==> config.mk <==
export PLATFORM = sky130hd
export DESIGN_NAME = ascii_frame_receiver_top
export DESIGN_NICKNAME = d
export VERILOG_FILES = /design/src/rtl/afr_pkg.sv /design/src/rtl/afr_rx_core.sv /design/src/rtl/ascii_frame_receiver_top.sv
export SDC_FILE = /design/constraint.sdc
export NUM_CORES = 1
export LEC_CHECK = 0
export BUFFER_PORTS_ARGS = -buffer_cell sky130_fd_sc_hd__buf_2
export CAP_MARGIN = 20
export CORE_AREA = 8 8 168 201
export DETAILED_ROUTE_END_ITERATION = 7
export DIE_AREA = 0 0 176 209
export GPL_TIMING_DRIVEN = 0
export PLACE_DENSITY_LB_ADDON = 0.15
export SETUP_SLACK_MARGIN = 0.5
export SLEW_MARGIN = 30
export SYNTH_ARGS = -nofsm -noshare
export SYNTH_HDL_FRONTEND = slang
export SYNTH_SLANG_ARGS = --single-unit
==> constraint.sdc <==
create_clock -name aclk -period 4.85 [get_ports aclk]
set_input_delay 0.7275 -clock aclk [delete_from_list [all_inputs] [get_ports aclk]]
set_output_delay 0.7275 -clock aclk [all_outputs]
set_load 0.005 [all_outputs]
==> src/rtl/afr_pkg.sv <==
`timescale 1ns / 1ps
// ----------------------------------------------------------------------------
// afr_pkg: shared types and constants of the ASCII frame receiver
// Field widths, register indexes, event codes and the hex digit decoder.
// ----------------------------------------------------------------------------
package afr_pkg;

    localparam int MAX_PAYLOAD = 32;
    localparam int IDX_W       = $clog2(MAX_PAYLOAD);
    localparam int COUNT_W     = 6;
    localparam int IDLE_W      = 17;
    localparam int TIMEOUT_W   = 16;
    localparam int CFG_IDX_W   = 3;
    localparam int CFG_DATA_W  = 16;
    localparam int READ_IDX_W  = 5;

    localparam logic [COUNT_W-1:0] MAX_COUNT = COUNT_W'(MAX_PAYLOAD);

    // Item kinds carried on s_tuser
    localparam logic [1:0] MODE_BYTE  = 2'd0;
    localparam logic [1:0] MODE_TICK  = 2'd1;
    localparam logic [1:0] MODE_CLEAR = 2'd2;
    localparam logic [1:0] MODE_READ  = 2'd3;

    // Configuration register indexes
    localparam logic [CFG_IDX_W-1:0] REG_SYNC_CHAR    = 3'd0;
    localparam logic [CFG_IDX_W-1:0] REG_SEPARATOR    = 3'd1;
    localparam logic [CFG_IDX_W-1:0] REG_END_A        = 3'd2;
    localparam logic [CFG_IDX_W-1:0] REG_END_B        = 3'd3;
    localparam logic [CFG_IDX_W-1:0] REG_RX_TIMEOUT   = 3'd4;
    localparam logic [CFG_IDX_W-1:0] REG_LOST_TIMEOUT = 3'd5;

    // Event codes
    localparam logic [3:0] EV_NONE     = 4'd0;
    localparam logic [3:0] EV_SYNC     = 4'd1;
    localparam logic [3:0] EV_RESYNC   = 4'd2;
    localparam logic [3:0] EV_OK_NOCK  = 4'd3;
    localparam logic [3:0] EV_CK_OK    = 4'd4;
    localparam logic [3:0] EV_CK_BAD   = 4'd5;
    localparam logic [3:0] EV_OVERFLOW = 4'd6;
    localparam logic [3:0] EV_TIMEOUT  = 4'd7;
    localparam logic [3:0] EV_LOST     = 4'd8;

    typedef struct packed {
        logic [7:0]           sync_char;
        logic [7:0]           separator;
        logic [7:0]           end_a;
        logic [7:0]           end_b;
        logic [TIMEOUT_W-1:0] rx_timeout;
        logic [TIMEOUT_W-1:0] lost_timeout;
    } afr_cfg_t;

    typedef struct packed {
        logic [1:0]            mode;
        logic [7:0]            data_byte;
        logic [READ_IDX_W-1:0] read_index;
    } afr_item_t;

    typedef struct packed {
        logic                byte_refused;
        logic [7:0]          read_data;
        logic [COUNT_W-1:0]  message_length;
        logic                message_ready;
        logic [3:0]          event_res;
        logic [2:0]          frame_state;
    } afr_result_t;

    // ASCII hex digit value; anything that is not 0-9 or A-F counts as zero
    function automatic logic [3:0] hex_digit(input logic [7:0] b);
        logic [3:0] v;
        v = 4'd0;
        if (b >= 8'h30 && b <= 8'h39) begin
            v = b[3:0];
        end else if (b >= 8'h41 && b <= 8'h46) begin
            v = {1'b0, b[2:0]} + 4'd9;
        end
        return v;
    endfunction

endpackage

==> src/rtl/afr_rx_core.sv <==
`timescale 1ns / 1ps
// ----------------------------------------------------------------------------
// afr_rx_core: frame state machine, payload store and result register
// Updates the frame state for one item per advance and registers its result.
// ----------------------------------------------------------------------------
module afr_rx_core
    import afr_pkg::*;
(
    input  logic        aclk,
    input  logic        aresetn,
    input  logic        advance,
    input  afr_item_t   item,
    input  afr_cfg_t    cfg,
    output afr_result_t result_reg
);

    typedef enum logic [2:0] {
        PH_WAIT  = 3'd0,
        PH_RECV  = 3'd1,
        PH_CHECK = 3'd2,
        PH_HELD  = 3'd3,
        PH_LOST  = 3'd4
    } phase_t;

    phase_t             phase_reg, phase_next, phase_eff;
    logic [COUNT_W-1:0] count_reg, count_next, count_eff;
    logic [7:0]         xor_reg, xor_next, xor_eff;
    logic [7:0]         check_reg, check_next, check_eff;
    logic [IDLE_W-1:0]  idle_reg, idle_next, idle_inc;
    logic [7:0]         store_mem [MAX_PAYLOAD];
    logic               store_we;
    logic               read_hit;
    logic               is_sync, is_sep, is_end;
    afr_result_t        result_next;

    assign is_sync  = item.data_byte == cfg.sync_char;
    assign is_sep   = item.data_byte == cfg.separator;
    assign is_end   = item.data_byte == cfg.end_a || item.data_byte == cfg.end_b;
    assign idle_inc = (&idle_reg) ? idle_reg : idle_reg + IDLE_W'(1);

    // A byte in lost link restarts from wait sync with cleared counters
    always_comb begin
        if (phase_reg == PH_LOST) begin
            phase_eff = PH_WAIT;
            count_eff = '0;
            xor_eff   = '0;
            check_eff = '0;
        end else begin
            phase_eff = phase_reg;
            count_eff = count_reg;
            xor_eff   = xor_reg;
            check_eff = check_reg;
        end
    end

    always_comb begin
        phase_next  = phase_reg;
        count_next  = count_reg;
        xor_next    = xor_reg;
        check_next  = check_reg;
        idle_next   = idle_reg;
        store_we    = 1'b0;
        read_hit    = 1'b0;
        result_next = '0;
        case (item.mode)
            MODE_BYTE: begin
                idle_next  = '0;
                phase_next = phase_eff;
                count_next = count_eff;
                xor_next   = xor_eff;
                check_next = check_eff;
                case (phase_eff)
                    PH_WAIT: begin
                        if (is_sync) begin
                            phase_next            = PH_RECV;
                            count_next            = '0;
                            xor_next              = '0;
                            check_next            = '0;
                            result_next.event_res = EV_SYNC;
                        end
                    end
                    PH_RECV: begin
                        if (is_sync) begin
                            count_next            = '0;
                            xor_next              = '0;
                            check_next            = '0;
                            result_next.event_res = EV_RESYNC;
                        end else if (is_sep) begin
                            phase_next = PH_CHECK;
                        end else if (is_end) begin
                            phase_next            = PH_HELD;
                            result_next.event_res = EV_OK_NOCK;
                        end else if (count_eff < MAX_COUNT) begin
                            store_we   = 1'b1;
                            count_next = count_eff + COUNT_W'(1);
                            xor_next   = xor_eff ^ item.data_byte;
                        end else begin
                            phase_next            = PH_WAIT;
                            result_next.event_res = EV_OVERFLOW;
                        end
                    end
                    PH_CHECK: begin
                        if (is_end) begin
                            if (check_eff == xor_eff) begin
                                phase_next            = PH_HELD;
                                result_next.event_res = EV_CK_OK;
                            end else begin
                                phase_next            = PH_WAIT;
                                result_next.event_res = EV_CK_BAD;
                            end
                        end else begin
                            check_next = {check_eff[3:0], hex_digit(item.data_byte)};
                        end
                    end
                    default: begin
                        result_next.byte_refused = 1'b1;
                    end
                endcase
            end
            MODE_TICK: begin
                idle_next = idle_inc;
                if ((phase_reg == PH_RECV || phase_reg == PH_CHECK)
                        && idle_inc > IDLE_W'(cfg.rx_timeout)) begin
                    phase_next            = PH_WAIT;
                    result_next.event_res = EV_TIMEOUT;
                end else if (phase_reg != PH_LOST
                        && idle_inc > IDLE_W'(cfg.lost_timeout)) begin
                    phase_next            = PH_LOST;
                    result_next.event_res = EV_LOST;
                end
            end
            MODE_CLEAR: begin
                phase_next = PH_WAIT;
            end
            default: begin
                read_hit = COUNT_W'(item.read_index) < count_reg;
            end
        endcase
        result_next.frame_state    = phase_next;
        result_next.message_ready  = phase_next == PH_HELD;
        result_next.message_length = count_next;
    end

    always_ff @(posedge aclk) begin
        if (!aresetn) begin
            phase_reg <= PH_WAIT;
            count_reg <= '0;
            xor_reg   <= '0;
            check_reg <= '0;
            idle_reg  <= '0;
        end else if (advance) begin
            phase_reg <= phase_next;
            count_reg <= count_next;
            xor_reg   <= xor_next;
            check_reg <= check_next;
            idle_reg  <= idle_next;
        end
    end

    // Only bytes below the current length are visible to a read
    always_ff @(posedge aclk) begin
        if (advance) begin
            result_reg.frame_state    <= result_next.frame_state;
            result_reg.event_res      <= result_next.event_res;
            result_reg.message_ready  <= result_next.message_ready;
            result_reg.message_length <= result_next.message_length;
            result_reg.byte_refused   <= result_next.byte_refused;
            result_reg.read_data      <= read_hit ?
                                         store_mem[item.read_index[IDX_W-1:0]] : 8'd0;
            if (store_we) begin
                store_mem[count_eff[IDX_W-1:0]] <= item.data_byte;
            end
        end
    end

    a_count_bound: assert property (@(posedge aclk) disable iff (!aresetn)
        count_reg <= MAX_COUNT)
        else $error("payload count above capacity");

    a_refuse_held: assert property (@(posedge aclk) disable iff (!aresetn)
        advance && item.mode == MODE_BYTE && phase_reg == PH_HELD
        |=> result_reg.byte_refused && phase_reg == PH_HELD)
        else $error("byte in held state not refused");

    a_byte_idle: assert property (@(posedge aclk) disable iff (!aresetn)
        advance && item.mode == MODE_BYTE |=> idle_reg == '0)
        else $error("idle count not cleared by a byte");

    a_ck_match: assert property (@(posedge aclk) disable iff (!aresetn)
        $past(advance) && result_reg.event_res == EV_CK_OK
        |-> check_reg == xor_reg && phase_reg == PH_HELD)
        else $error("checksum ok without matching checksum");

endmodule

==> src/rtl/ascii_frame_receiver_top.sv <==
`timescale 1ns / 1ps
// ----------------------------------------------------------------------------
// ascii_frame_receiver_top: ASCII frame receiver with XOR checksum
// Parses sync / payload / separator / hex checksum / end frames from a byte
// stream, holds a good message and serves reads of its payload.
// ----------------------------------------------------------------------------
// Usage:
//   The slave stream carries one item per transaction: s_tuser selects the
//   kind (received byte, one millisecond tick, clear, read) and s_tdata holds
//   the byte and the read index. Every accepted item yields exactly one result
//   transaction on the master stream with the frame state, event code, message
//   status and read data.
//   The result is registered in the output register on the clock edge that
//   accepts the item. Throughput is one item per cycle while the master side
//   does not stall; the state update is a single pass of logic into that register.
//   When the master side stalls, the output register holds the result and
//   s_tready drops until it is taken; s_tready rises again in the same cycle
//   as m_tready, so the stream keeps moving without bubbles.
//   The configuration channel is always ready; write it only while the
//   stream is idle. Indexes above the last register are ignored.
//   Reset (aresetn low, synchronous) returns the parser to wait sync, clears
//   counters and the idle tick count, and loads default characters and
//   timeouts. Payload storage is not cleared; only bytes below the current
//   length are ever returned.
// ----------------------------------------------------------------------------
module ascii_frame_receiver_top
    import afr_pkg::*;
(
    input  logic                  aclk,
    input  logic                  aresetn,
    // configuration write channel
    input  logic                  cfg_valid,
    output logic                  cfg_ready,
    input  logic [CFG_IDX_W-1:0]  cfg_index,
    input  logic [CFG_DATA_W-1:0] cfg_data,
    // slave stream
    input  logic                  s_tvalid,
    output logic                  s_tready,
    input  logic [15:0]           s_tdata,  // data_byte[7:0], read_index[12:8], zero
    input  logic [1:0]            s_tuser,  // mode[1:0]
    // master stream
    output logic                  m_tvalid,
    input  logic                  m_tready,
    output logic [23:0]           m_tdata   // frame_state[2:0], event_res[6:3],
                                            // message_ready[7], message_length[13:8],
                                            // read_data[21:14], byte_refused[22], zero
);

    afr_cfg_t    cfg_reg;
    afr_item_t   item;
    afr_result_t result;
    logic        m_tvalid_reg;
    logic        advance;

    // Registers are plain flops; the channel never stalls
    assign cfg_ready = 1'b1;

    always_ff @(posedge aclk) begin
        if (!aresetn) begin
            cfg_reg.sync_char    <= 8'd36;
            cfg_reg.separator    <= 8'd42;
            cfg_reg.end_a        <= 8'd13;
            cfg_reg.end_b        <= 8'd10;
            cfg_reg.rx_timeout   <= 16'd1000;
            cfg_reg.lost_timeout <= 16'd5000;
        end else if (cfg_valid && cfg_ready) begin
            case (cfg_index)
                REG_SYNC_CHAR:    cfg_reg.sync_char    <= cfg_data[7:0];
                REG_SEPARATOR:    cfg_reg.separator    <= cfg_data[7:0];
                REG_END_A:        cfg_reg.end_a        <= cfg_data[7:0];
                REG_END_B:        cfg_reg.end_b        <= cfg_data[7:0];
                REG_RX_TIMEOUT:   cfg_reg.rx_timeout   <= cfg_data;
                REG_LOST_TIMEOUT: cfg_reg.lost_timeout <= cfg_data;
                default: begin
                end
            endcase
        end
    end

    // Unpack the slave transaction
    assign item.mode       = s_tuser;
    assign item.data_byte  = s_tdata[7:0];
    assign item.read_index = s_tdata[12:8];

    // Take a new item whenever the output register is empty or being drained
    assign s_tready = !m_tvalid_reg || m_tready;
    assign advance  = s_tvalid && s_tready;

    always_ff @(posedge aclk) begin
        if (!aresetn) begin
            m_tvalid_reg <= 1'b0;
        end else if (advance) begin
            m_tvalid_reg <= 1'b1;
        end else if (m_tready) begin
            m_tvalid_reg <= 1'b0;
        end
    end

    afr_rx_core u_core (
        .aclk       (aclk),
        .aresetn    (aresetn),
        .advance    (advance),
        .item       (item),
        .cfg        (cfg_reg),
        .result_reg (result)
    );

    assign m_tvalid = m_tvalid_reg;
    assign m_tdata  = {1'b0, result};

endmodule

==> impl_metrics.json <==
{
  "cts-buffers-inserted": 39,
  "min-delay-start": "cfg_data[9]",
  "synth_top_family_by_area": "multiplexers",
  "setup_tns_ns": 0,
  "wirelength_um": 40700,
  "cts_buffer_depth": 3,
  "startpoint": "u_core.idle_reg[0]",
  "ir_drop_uv": 279,
  "vias": 10900,
  "hold_class": "in2reg",
  "status": "complete, no violations",
  "fin_worst_skew_ns": 0.0110,
  "synthXorXnorAreaFrac": 0.0291,
  "hpwl_um": 28300,
  "total_power_mw": 6.90,
  "worstSetupStartpointType": "flip-flop",
  "syn_nets": 1386,
  "drt_iter0_markers": 774,
  "synth_edf_count": 279,
  "htreeDepth": 2,
  "yosys-top-cells-count": "279 x edfxtp_1, 165 x nand2_1, 107 x dfxtp_1",
  "cts_sinks": 386,
  "hold_viol": 0,
  "cts_tree": "built",
  "routabilityCongestion": 0.907,
  "rsz0062_at_grt": "false",
  "finalSetupViolCount": 0,
  "syn-cell-area_sq_um": 17100,
  "max_clock_freq_mhz": 243,
  "row_count": 70,
  "dp.cells": 1759,
  "worstMarginPinSlew_ns": 0.877,
  "crit_type": "reg2reg",
  "initial_core_util": 0.564,
  "yosys.area.top_type_share": 0.489,
  "power_density_nw_per_um2": 359,
  "cp.required_ns": 5.19,
  "cts_root_buf": "clkbuf_16",
  "final_cells": 1833,
  "r2r_end": "u_core.result_reg[7]",
  "yosysTopAreaCell": "edfxtp_1",
  "viasPerCell": 5.94,
  "ys_async_sr_fraction": 0,
  "overflow": 0,
  "fin_crit_ns": 4.11,
  "yosysWarnings": 0,
  "grt_pass1_vias": 11000,
  "maxCapViolCount": 0,
  "die_x_um": 176,
  "worst-path-max-fanout": 8,
  "fin_crit_sh": 0.847,
  "final_layout_size_suffix_gt1_frac": 0.176,
  "seq_area_frac_synth": 0.614,
  "reg2reg_depth": 17,
  "nNetsFinal": 1492,
  "arrival_ns": 4.45,
  "synth_cells": 1300,
  "drcViolationCount": 0,
  "fin_ws_ns": 0.740,
  "holdPathStages": 3,
  "ys_ff_latch": 386,
  "dp_worst_setup_slack_ns": 0.547,
  "ant_nets": 0,
  "synth_area_leaders": "edfxtp_1 49%, dfxtp_1 12%, mux4_2 11%",
  "firstDrtPassIters": 5,
  "grt_pass1_wl_um": 63100,
  "leakage_nw": 6.57,
  "wire_per_inst_um": 22.2,
  "slew-limit-headroom": 0.413,
  "largest_reg_flops": 256,
  "crit_path_end_kind": "flip-flop",
  "clk_pin_slew_ns": 0.06,
  "area_growth_pct": 12.2,
  "clk_latency_ns": 0.55,
  "grt_max_degree": 36,
  "maxSlewViolCount": 0,
  "yosysMostFrequentCell": "edfxtp_1",
  "synthMuxAreaShare": 0.112,
  "worstReg2RegStart": "u_core.idle_reg[0]",
  "hold_end": "cfg_reg[9]",
  "antenna_found_initial": 2,
  "grt_use_total": 0.223,
  "avgSynthCellArea_sq_um": 13.2,
  "die_h_um": 209,
  "synth-compound-area-share": 0.0784,
  "portBuffers": 63,
  "synthFlopType": "edfxtp_1",
  "yosysUniqueCellTypes": 69,
  "pin_count": 69,
  "core_sq_um": 30400,
  "rrSetupSlack_ns": 0.74,
  "die_area_sq_um": 36800,
  "synth-adder-area-share": 0.0321,
  "synthSimpleGateAreaFrac": 0.107
}
[cells in the final DEF, fill, tap and decap left out, types with 6 or more instances in the layout]
cell type	synthesis	final
edfxtp_1	279	279
nand2_1	165	165
dfxtp_1	107	107
a21oi_1	99	99
buf_2	22	85
nor2_1	83	83
mux4_2	80	80
inv_1	48	47
xnor2_1	43	43
ha_1	44	43
clkbuf_1	36	40
clkbuf_16	0	40
nand3_1	31	31
nand4_1	26	26
o21ai_0	20	20
o21ai_1	17	16
xor2_1	14	14
nor3_1	13	13
o211ai_1	13	13
and3_1	11	11
nand3b_1	10	10
mux2i_1	9	9
a21o_1	8	8
buf_1	8	8
clkinv_2	0	8
a211oi_1	7	7
a31oi_1	7	7
and2_1	7	7
nor2b_1	6	6
nand2b_1	6	6
clkinv_1	0	6
[worst max path at each step]
stage,end,slack [ns],depth (start not counted)
after floorplan,u_core.result_reg[7],1.26,16
after global placement,u_core.result_reg[7],0.57,16
after detailed placement,u_core.result_reg[7],0.55,16
after CTS,u_core.result_reg[7],0.59,16
after global routing,u_core.result_reg[7],0.53,16
final,u_core.result_reg[7],0.74,17
[per-layer routing]
| layer | track usage | up-vias | part of all wire |
|---|---|---|---|
| met2 | 0.394 | 363 | 0.51 |
| met5 | 0 | - | 0.00025 |
| li1 | - | 5092 | - |
| met3 | 0.0350 | 79 | 0.062 |
| met4 | 0.0817 | 2 | 0.033 |
| met1 | 0.271 | 5351 | 0.39 |
[cell families after synthesis]
kind of cell             count (synthesis)
buffers and inverters                  117
other                                    2
XOR/XNOR                                57
adder cells (fa/ha/maj)                 44
AO/OA/AOI/OAI                          216
AND/OR/NAND/NOR                        387
multiplexers                            91
flip-flops                             386
[metrics by stage]
stage	instance area, sq um	utilization	hold WS (ns)
finish	19200	0.633	0.418
global route	19200	0.633	0.420
CTS	19200	0.632	0.402
detailed placement	18000	0.591	0.448
global placement	18000	0.591	0.443
floorplan	17100	-	0.436
[where the power goes]
group	internal, mW	switching, mW	total, mW
clock network	1.66	1.29	2.95
logic	0.144	0.237	0.381
registers	3.56	0.0129	3.57
[critical path: stages, from the launching register on]
cell and delay (ns):
dfxtp_1 0.41, ha_2 0.28, nand3_1 0.14, nor4_4 0.36, a21boi_1 0.21, and2_1 0.19
buf_2 0.16, nand2_1 0.10, xnor2_1 0.17, ha_1 0.29, and3_1 0.21, a221o_1 0.29
a31oi_1 0.26, o21ai_1 0.16, o21ai_2 0.17, buf_4 0.15, o41ai_2 0.08, a211oi_1 0.27
[final cells by class]
cell class,instances,area (sq um)
diodes,1,2.50
plain buffers,69,298
clock buffers,46,1040
clock inverters,25,203
fillers,2269,11200
inverters,48,180
multi-input cells,797,6160
flip-flops and latches,386,10500
well taps,396,495
repair buffers,65,330
[timing repair]
action / 4_1_cts / 5_1_grt
gates resized for setup: 1 / 2
setup buffers: 0 / 2
gates cloned: 0 / 0
setup endpoints to repair: 1 / 4
pin swaps: 0 / 1
hold buffers: 0 / 0
No activity file was read; power rests on OpenSTA's default activity.
